==> src/rtl/core/spq_pkg.sv <==
package spq_pkg;

    localparam int CAPACITY      = 16;
    localparam int ITEM_BITS     = 16;
    localparam int PRIORITY_BITS = 32;
    localparam int COUNT_BITS    = $clog2(CAPACITY + 1);

    typedef logic [ITEM_BITS-1:0]            t_item;
    typedef logic signed [PRIORITY_BITS-1:0] t_prio;
    typedef logic [COUNT_BITS-1:0]           t_count;

    typedef enum logic [1:0] {
        ST_OK        = 2'd0,
        ST_UNDERFLOW = 2'd1,
        ST_OVERFLOW  = 2'd2
    } t_status;

    typedef enum logic {
        OP_INSERT = 1'b0,
        OP_REMOVE = 1'b1
    } t_op;

    // Shift command broadcast to every cell of the row.
    typedef struct packed {
        logic ins;
        logic rem;
    } t_cell_ctrl;

endpackage

==> src/rtl/core/spq_cell.sv <==
module spq_cell (
    input  logic               i_clk,
    input  spq_pkg::t_cell_ctrl i_ctrl,
    input  logic               i_occ,
    input  spq_pkg::t_item     i_new_item,
    input  spq_pkg::t_prio     i_new_prio,
    input  logic               i_left_flag,
    input  spq_pkg::t_item     i_left_item,
    input  spq_pkg::t_prio     i_left_prio,
    input  spq_pkg::t_item     i_right_item,
    input  spq_pkg::t_prio     i_right_prio,
    output logic               o_flag,
    output spq_pkg::t_item     o_item,
    output spq_pkg::t_prio     o_prio
);
    import spq_pkg::*;

    t_item r_item, n_item;
    t_prio r_prio, n_prio;

    // The new entry belongs at or before this cell when the cell is empty or
    // holds a priority no smaller than the new one.
    assign o_flag = !i_occ || (r_prio >= i_new_prio);

    always_comb begin
        n_item = r_item;
        n_prio = r_prio;
        if (i_ctrl.ins) begin
            if (o_flag && !i_left_flag) begin
                n_item = i_new_item;
                n_prio = i_new_prio;
            end else if (o_flag) begin
                n_item = i_left_item;
                n_prio = i_left_prio;
            end
        end else if (i_ctrl.rem) begin
            n_item = i_right_item;
            n_prio = i_right_prio;
        end
    end

    always_ff @(posedge i_clk) begin
        r_item <= n_item;
        r_prio <= n_prio;
    end

    assign o_item = r_item;
    assign o_prio = r_prio;

endmodule

==> src/rtl/core/sorted_priority_queue.sv <==
// Sorted min-priority queue built as a row of cells, cell 0 holding the
// entry with the smallest priority.
// Input channel: an operation is transferred at a rising edge where start is
// high and busy is low. i_operation selects insert or remove; i_item_id and
// i_priority_req (signed Q16.16) carry the entry to insert.
// Result channel: exactly one result per operation, shown for one cycle with
// o_done high, in the cycle after the operation is transferred. The receiver
// cannot hold results off, and none is needed: every cell compares its own
// priority with the new one in parallel and shifts left or right in the same
// cycle, so a new operation may follow in every cycle. busy is therefore
// always low.
// A remove returns the front entry; on an empty queue it reports underflow.
// An insert into a full queue is dropped and reports overflow. Among equal
// priorities the newest entry is removed first.
// Reset clears the entry count, so the queue is empty afterwards; the cell
// contents are not cleared, as only cells below the count are ever read.
module sorted_priority_queue (
    input  logic               i_clk,
    input  logic               i_rst_n,
    input  logic               start,
    output logic               busy,
    input  logic               i_operation,
    input  logic [15:0]        i_item_id,
    input  logic signed [31:0] i_priority_req,
    output logic               o_done,
    output logic [15:0]        o_out_item,
    output logic signed [31:0] o_out_priority,
    output logic [1:0]         o_status,
    output logic               o_now_empty,
    output logic [4:0]         o_entry_count
);
    import spq_pkg::*;

    t_count  r_count, n_count;
    logic    r_done;
    logic [15:0]        r_out_item, n_out_item;
    logic signed [31:0] r_out_prio, n_out_prio;
    t_status r_status, n_status;

    t_cell_ctrl w_ctrl;
    t_item      w_new_item;
    t_prio      w_new_prio;
    logic       w_accept;
    logic       w_full;
    logic       w_empty;

    t_item w_item [CAPACITY];
    t_prio w_prio [CAPACITY];
    logic  w_flag [CAPACITY];

    // The block never stalls an operation, so busy is tied low.
    assign busy     = 1'b0;
    assign w_accept = start && !busy;

    assign w_full  = (r_count == t_count'(CAPACITY));
    assign w_empty = (r_count == '0);

    assign w_new_item = t_item'(i_item_id);
    assign w_new_prio = t_prio'(i_priority_req);

    always_comb begin
        w_ctrl     = '0;
        n_count    = r_count;
        n_out_item = '0;
        n_out_prio = '0;
        n_status   = ST_OK;
        if (w_accept) begin
            if (i_operation == OP_INSERT) begin
                if (w_full) begin
                    n_status = ST_OVERFLOW;
                end else begin
                    w_ctrl.ins = 1'b1;
                    n_count    = r_count + t_count'(1);
                end
            end else begin
                if (w_empty) begin
                    n_status = ST_UNDERFLOW;
                end else begin
                    w_ctrl.rem = 1'b1;
                    n_count    = r_count - t_count'(1);
                    n_out_item = 16'(w_item[0]);
                    n_out_prio = 32'(w_prio[0]);
                end
            end
        end
    end

    // The row of cells. Each takes from its left neighbour on an insert behind
    // the insertion point and from its right neighbour on a remove.
    for (genvar g = 0; g < CAPACITY; g++) begin : g_cell
        t_item w_left_item, w_right_item;
        t_prio w_left_prio, w_right_prio;
        logic  w_left_flag;

        if (g == 0) begin : g_first
            assign w_left_flag = 1'b0;
            assign w_left_item = w_new_item;
            assign w_left_prio = w_new_prio;
        end else begin : g_inner_l
            assign w_left_flag = w_flag[g-1];
            assign w_left_item = w_item[g-1];
            assign w_left_prio = w_prio[g-1];
        end

        if (g == CAPACITY - 1) begin : g_last
            assign w_right_item = '0;
            assign w_right_prio = '0;
        end else begin : g_inner_r
            assign w_right_item = w_item[g+1];
            assign w_right_prio = w_prio[g+1];
        end

        spq_cell u_cell (
            .i_clk        (i_clk),
            .i_ctrl       (w_ctrl),
            .i_occ        (t_count'(g) < r_count),
            .i_new_item   (w_new_item),
            .i_new_prio   (w_new_prio),
            .i_left_flag  (w_left_flag),
            .i_left_item  (w_left_item),
            .i_left_prio  (w_left_prio),
            .i_right_item (w_right_item),
            .i_right_prio (w_right_prio),
            .o_flag       (w_flag[g]),
            .o_item       (w_item[g]),
            .o_prio       (w_prio[g])
        );
    end

    always_ff @(posedge i_clk) begin
        if (!i_rst_n) begin
            r_count <= '0;
            r_done  <= 1'b0;
        end else begin
            r_count <= n_count;
            r_done  <= w_accept;
        end
    end

    always_ff @(posedge i_clk) begin
        r_out_item <= n_out_item;
        r_out_prio <= n_out_prio;
        r_status   <= n_status;
    end

    assign o_done         = r_done;
    assign o_out_item     = r_out_item;
    assign o_out_priority = r_out_prio;
    assign o_status       = r_status;
    assign o_now_empty    = w_empty;
    assign o_entry_count  = 5'(r_count);

    // Every transferred operation gives a result in the next cycle.
    a_result_follows: assert property (@(posedge i_clk) disable iff (!i_rst_n)
        w_accept |=> o_done)
        else $error("operation without result");

    // The count never exceeds the number of cells.
    a_count_bound: assert property (@(posedge i_clk) disable iff (!i_rst_n)
        r_count <= t_count'(CAPACITY))
        else $error("entry count beyond capacity");

    // An overflow is only reported while the queue is full.
    a_overflow_full: assert property (@(posedge i_clk) disable iff (!i_rst_n)
        (o_done && o_status == ST_OVERFLOW) |-> w_full)
        else $error("overflow reported on a queue that is not full");

    // A successful remove drops exactly one entry.
    a_remove_count: assert property (@(posedge i_clk) disable iff (!i_rst_n)
        (w_accept && i_operation == OP_REMOVE && !w_empty)
            |=> (r_count == $past(r_count) - t_count'(1)))
        else $error("remove did not drop one entry");

endmodule
==> config.mk <==
export PLATFORM = sky130hd
export DESIGN_NAME = sorted_priority_queue
export DESIGN_NICKNAME = d
export VERILOG_FILES = /design/src/rtl/core/spq_pkg.sv /design/src/rtl/core/spq_cell.sv /design/src/rtl/core/sorted_priority_queue.sv
export SDC_FILE = /design/constraint.sdc
export NUM_CORES = 2
export LEC_CHECK = 0
export ABC_AREA = 0
export ABC_CLOCK_PERIOD_IN_PS = 6200
export BUFFER_PORTS_ARGS = -buffer_cell sky130_fd_sc_hd__buf_2
export CAP_MARGIN = 0
export CORE_UTILIZATION = 63
export CTS_CLUSTER_DIAMETER = 30
export CTS_CLUSTER_SIZE = 10
export DETAILED_ROUTE_END_ITERATION = 7
export PLACE_DENSITY = 0.8
export SLEW_MARGIN = 20
export SYNTH_ARGS = -nofsm -noshare
export SYNTH_HDL_FRONTEND = slang
export SYNTH_HIERARCHICAL = 1
export SYNTH_SLANG_ARGS = --single-unit
==> constraint.sdc <==
create_clock -name i_clk -period 6.2 [get_ports i_clk]
set_input_delay 0 -clock i_clk [delete_from_list [all_inputs] [get_ports i_clk]]
set_output_delay 0 -clock i_clk [all_outputs]
set_load 0.005 [all_outputs]
# After elaboration in Yosys (flattened, before gate mapping)
# Index checks and enable logic that the tools add are counted.
[word_totals]
in_bits = 52
output_inout_bits = 58
regBits = 824
elab_cells = 311
[op_classes]
bitwise = 2
reduce_logical = 82
n_lt_le_gt_ge = 32
eq_ne = 19
n_mux = 137
add_sub_neg = 2
[op_table]
columns = ["cell", "n"]
rows = [
  ["32-bit two-way mux", 63],
  ["16-bit two-way mux", 63],
  ["32-bit greater-or-equal comparator", 16],
  ["3-bit by 1-bit != test with 1-bit output (second input constant)", 15],
  ["4-bit by 5-bit less-than comparator with 1-bit output (first input constant)", 8],
  ["2-bit AND reduction", 16],
  ["1-bit logical NOT", 31],
  ["3-bit by 5-bit less-than comparator with 1-bit output (first input constant)", 4],
  ["1-bit logical OR", 16],
  ["1-bit logical AND", 15],
  ["5-bit two-way mux", 3],
  ["1-bit by 5-bit less-than comparator with 1-bit output (first input constant)", 2],
  ["2-bit by 5-bit less-than comparator with 1-bit output (first input constant)", 2],
  ["2-bit two-way mux", 3],
  ["5-bit by 1-bit adder with 5-bit output (second input constant)", 1],
  ["5-bit equality test (second input constant)", 1],
  ["5-bit logical NOT", 1],
  ["1-bit two-way mux", 5],
  ["5-bit by 1-bit subtractor with 5-bit output (second input constant)", 1],
  ["2-bit != test (second input constant)", 2],
  ["3-bit AND reduction", 1],
  ["3-bit OR reduction", 1],
  ["2-bit by 1-bit != test with 1-bit output (second input constant)", 1],
  ["1-bit NOT", 2],
  ["2-bit nonzero test", 1],
]

# Depth between registers and ports, before layout
[depth]
ltp_word = 7
mapped_depth = 14

# Cells and area by module
# Netlist, hierarchy kept.
[by_module_without_submodules]
columns = ["module", "seq_area_each_um2", "n_inst", "area_per_inst_um2", "cells_per_inst"]
rows = [
  ["spq_cell", 1441.4, 16, 3304.4, 333],
  ["sorted_priority_queue", 1121.1, 1, 1884.3, 178],
]

# Least setup slack after synthesis
# Ideal clock, no wire load.
[synth_timing]
kind = "reg2reg"
startpoint = "reg r_count[0] (netlist: o_entry_count[0])"
endpoint = "reg g_cell[0].u_cell.r_item[0] (enable)"
path_stages_with_launch = 9
required_time_ps = 5718
period_less_slack_ps = 5103
setup_time_ps = 482
path_buffers = 2
path_slack_ps = 1097
arrival_ps = 4620
path_cell_list = "dfxtp_1 -> inv_1 -> ha_1 -> nor3b_1 -> a21oi_1 -> clkbuf_1 -> clkbuf_1 -> nor2_1 -> a31oi_1"
[synth_rtl]
columns = ["item", "line_no", "rtl"]
rows = [
  ["start, declared", "sorted_priority_queue.sv:34", "t_count r_count, n_count;"],
  ["start signal, assigned", "sorted_priority_queue.sv:135", "r_count <= n_count;"],
  ["end signal, assigned", "spq_cell.sv:43", "r_item <= n_item;"],
  ["end, declared", "spq_cell.sv:18", "t_item r_item, n_item;"],
]

# Worst setup path after layout
[layout_timing]
startpoint = "reg g_cell[3].u_cell.r_prio[1]"
endpoint = "reg g_cell[4].u_cell.r_prio[2], data pin"
[layout_between]
elab_chain_cells = 6
[layout_rtl]
columns = ["item", "line_no", "rtl"]
rows = [
  ["start, declared", "spq_cell.sv:19", "t_prio r_prio, n_prio;"],
  ["start signal, assigned", "spq_cell.sv:44", "r_prio <= n_prio;"],
  ["32-bit greater-or-equal comparator", "spq_cell.sv:23", "assign o_flag = !i_occ || (r_prio >= i_new_prio);"],
  ["1-bit logical OR", "spq_cell.sv:23", ""],
  ["via g_cell[4].w_left_flag", "sorted_priority_queue.sv:93", "logic w_left_flag;"],
  ["1-bit logical NOT", "spq_cell.sv:29", "if (o_flag && !i_left_flag) begin"],
  ["1-bit logical AND", "spq_cell.sv:29", ""],
  ["32-bit two-way mux", "spq_cell.sv:29", ""],
  ["32-bit two-way mux", "spq_cell.sv:28", "if (i_ctrl.ins) begin"],
  ["via g_cell[4].u_cell.n_prio[2]", "spq_cell.sv:19", ""],
  ["end signal, assigned", "spq_cell.sv:44", ""],
  ["end, declared", "spq_cell.sv:19", ""],
]
# The timed path passes the listed nets, and every way through them passes these cells.
# A chain may end at the register's enable or synchronous reset.

==> results.txt <==
Along the worst path, the maximum fanout reaches 25. The run gives 41600 as the via count of the first global-routing pass. In the final design database the tool counted 6229 nets. The tools report the floorplan row count as 107. Detailed routing inserted a total of 42500 vias. The post-CTS setup buffer count was 0.

The kind of critical path is reg2reg. The run finished with clean final reports. Buffers inserted during clock tree synthesis total 184. Highest ir drop seen on vdd: 0.000269 V. The path class of the tightest hold or removal check is in2reg. Walking the worst path, the cells encountered are ha_1 > nor2b_1 > o211ai_1 > a2111oi_0 > o31a_1 > o21ai_0 > nand2_1 > inv_1 > o211ai_4 > buf_4 > mux2i_1 > a21oi_1.

The count of routing violations after the opening detailed-route iteration was 3947. The post-route minimum period was 4.57 ns. The total area inside the core boundary comes to 85700 µm².

The portion of the clock cycle consumed by the worst path in the final layout is 73.6%, and the die extent in x is 297 µm. Averaged over all synthesized cells, the footprint is 9.95 µm². Cell with the largest stage delay on the worst path: sky130_fd_sc_hd__a2111oi_0. The post-cts resize count is 0. Power spread over the standard cell area amounts to 378 nW/µm². For the count of antenna diodes in the layout, the log shows 0.

The slew of the pin with the lowest slew margin was 1.31 ns. For the worst setup path, the data arrival time is 5.01 ns. Once detail routing completed, the nets flagged for antenna violations numbered 0.

In this run the static leakage power is 30.3 nW. The die covers 88100 µm². After detailed routing, the number of vias per cell comes to 6.09. The proportion of layout cells with a drive suffix above 1 works out to 8.14%. The synthesized netlist occupies a cell area of 54800 µm². The setup-violating endpoint count in the final report came out at 0.

The tools report the buffer levels on the longest clock path as 3. For the worst setup path, the data required time is 6.65 ns. The post-CTS clock slew at the launch and capture registers of the worst setup and hold paths was 0.05 ns; the H-tree depth was 4. Critical path launch point type: a register. The initial antenna violation count is 0, and the clock tree skew after final layout is 0.0248 ns. The total negative slack for setup checks was 0 ns. Relative to the synthesized area, the layout overhead comes to 14.6%.

The number of warnings reported in the yosys synthesis log was 6; the die boundary height was 297 µm. TritonCTS built the clock tree. The tools report the number of top-level design ports as 110. The run gives 0.76 ns as the clock latency of the later-clocked register in the worst-skew pair. The tools report the final count of pins violating max slew as 0. The maximum cell stage delay along the critical path was 1.09 ns; the total iterations of the first detailed-routing run was 6.

Fill cells in the final layout number 5733. In this run the clock root is driven by a sky130_fd_sc_hd__clkbuf_16. The congestion estimate from routability-driven global placement came to 0.900. The logs give 0 for the final count of hold timing violations and 256 for the pin count of the biggest net entering global routing. The clock drives 824 sinks. The total routed wirelength is 136 mm, and the count of buffers from port buffering is 108. The post-synthesis cell count is 5505, and the starting density of the core is 63.9%. The tools report the highest attainable clock frequency as 0.219 GHz. Once placement completed, the tool counted placed cells totaling 6589.

After legalization and detailed placement, the total HPWL measured 95.3 mm. The tools report the final non-filler cell total as 6967. For the global route total overflow, the log shows 0. Setup repair after global routing left no endpoint under its margin. The post-detailed-route wirelength per cell was 19.5 µm. For this run, design rule violations remaining after detail routing come to 0. Max-cap violations in this run came to 0. The aggregate global-route resource usage is 30.4%, and the normalized max-slew margin is 10.7%. The tools report the critical path capture point type as a register.

The global-route wire length before repair came out at 218 mm.
## layout make-up
class / instances / area, µm² / share of cell area [%]
flip-flops and latches: 824 / 24200 / 38.5
well taps: 1144 / 1430 / 2.28
clock buffers: 229 / 4950 / 7.89
clock inverters: 118 / 1210 / 1.93
inverters: 550 / 2060 / 3.29
multi-input cells: 3914 / 27600 / 44.0
repair buffers: 188 / 1320 / 2.11
## flip-flops by register name, summed over array words and instances (netlist names)
signal	cells
o_out_priority	32
g_cell.u_cell/o_item	256
o_out_item	16
o_done	1
o_status	2
g_cell.u_cell/o_prio	512
o_entry_count	5
## where the power goes
| group | total, mW | switching [mW] | internal, mW |
|---|---|---|---|
| Clock | 9.54 | 3.12 | 6.42 |
| Sequential | 8.31 | 0.768 | 7.54 |
| Combinational | 5.89 | 3.56 | 2.33 |
| Total | 23.7 | 7.45 | 16.3 |
## worst max-delay path: cells and delay by family, from the launching register on
family | cells | cell delay [ns]
AO/OA/AOI/OAI | 6 | 2.34
adder cells (fa/ha/maj) | 1 | 0.32
buffers and inverters | 2 | 0.59
flip-flops | 1 | 0.44
multiplexers | 1 | 0.30
AND/OR/NAND/NOR | 2 | 0.26
## path summary, 6_finish.rpt
| check | startpoint | endpoint | slack [ns] | depth (start not counted) |
|---|---|---|---|---|
| min | i_priority_req[28] | g_cell[0].u_cell/o_prio[28] | 0.04 | 3 |
| min reg2reg | g_cell[0].u_cell/o_item[8] | o_out_item[8] | 0.50 | 1 |
| max reg2reg | g_cell[3].u_cell/o_prio[1] | g_cell[4].u_cell/o_prio[2] | 1.63 | 12 |
| max | g_cell[3].u_cell/o_prio[1] | g_cell[4].u_cell/o_prio[2] | 1.63 | 12 |
## per-stage QoR
step	setup WS (ns)	total power [mW]	utilization, %	instance area [µm²]	hold WS [ns]
after floorplan	1.10	12.6	-	54900	0.122
after detailed placement	1.65	14.0	65.6	56200	0.322
after global routing	1.55	24.8	73.2	62700	0.0524
final	1.63	23.7	73.2	62700	0.0443
after global placement	1.79	13.7	65.6	56200	0.324
after CTS	1.92	23.7	73.1	62700	0.000943
## cells in the final DEF, fill, tap and decap left out, types with 8 or more instances in the layout
master and count:
sky130_fd_sc_hd__a21oi_1 994, sky130_fd_sc_hd__nor2_1 818, sky130_fd_sc_hd__mux2i_1 771, sky130_fd_sc_hd__edfxtp_1 768
sky130_fd_sc_hd__inv_1 550, sky130_fd_sc_hd__ha_1 515, sky130_fd_sc_hd__clkbuf_16 191, sky130_fd_sc_hd__nand4_1 144
sky130_fd_sc_hd__nand2_1 140, sky130_fd_sc_hd__buf_2 108, sky130_fd_sc_hd__o21ai_0 73, sky130_fd_sc_hd__dfxtp_1 56
sky130_fd_sc_hd__and2_1 50, sky130_fd_sc_hd__conb_1 50, sky130_fd_sc_hd__nand3_1 49, sky130_fd_sc_hd__nor4_1 48
sky130_fd_sc_hd__buf_4 45, sky130_fd_sc_hd__clkbuf_1 35, sky130_fd_sc_hd__clkinv_1 35, sky130_fd_sc_hd__clkinv_2 34
sky130_fd_sc_hd__a21o_1 33, sky130_fd_sc_hd__o31a_1 32, sky130_fd_sc_hd__dlygate4sd3_1 28, sky130_fd_sc_hd__nor3_1 19
sky130_fd_sc_hd__bufinv_16 19, sky130_fd_sc_hd__nor2b_1 17, sky130_fd_sc_hd__o211ai_1 17, sky130_fd_sc_hd__a221oi_1 16
sky130_fd_sc_hd__o21a_1 16, sky130_fd_sc_hd__a2bb2oi_1 16, sky130_fd_sc_hd__a221o_1 16, sky130_fd_sc_hd__a2111oi_0 16
sky130_fd_sc_hd__a211o_1 16, sky130_fd_sc_hd__o211ai_4 16, sky130_fd_sc_hd__a31oi_4 16, sky130_fd_sc_hd__clkinvlp_4 9
sky130_fd_sc_hd__inv_6 8
## layer usage
| layer | routed length, µm | track usage, % | vias up |
|---|---|---|---|
| met5 | 0 | 0 | - |
| met4 | 4830 | 12.7 | 0 |
| met3 | 10200 | 4.75 | 298 |
| met2 | 63800 | 49.5 | 1830 |
| met1 | 57300 | 40.5 | 19900 |
| li1 | - | - | 20400 |
## what timing repair did
| action | 4_1_cts | 5_1_grt |
|---|---|---|
| hold buffers | 28 | 0 |
| setup endpoints to repair | 0 | 0 |
| hold endpoints to repair | 281 | 0 |
Power figures use the tool's default switching activity.
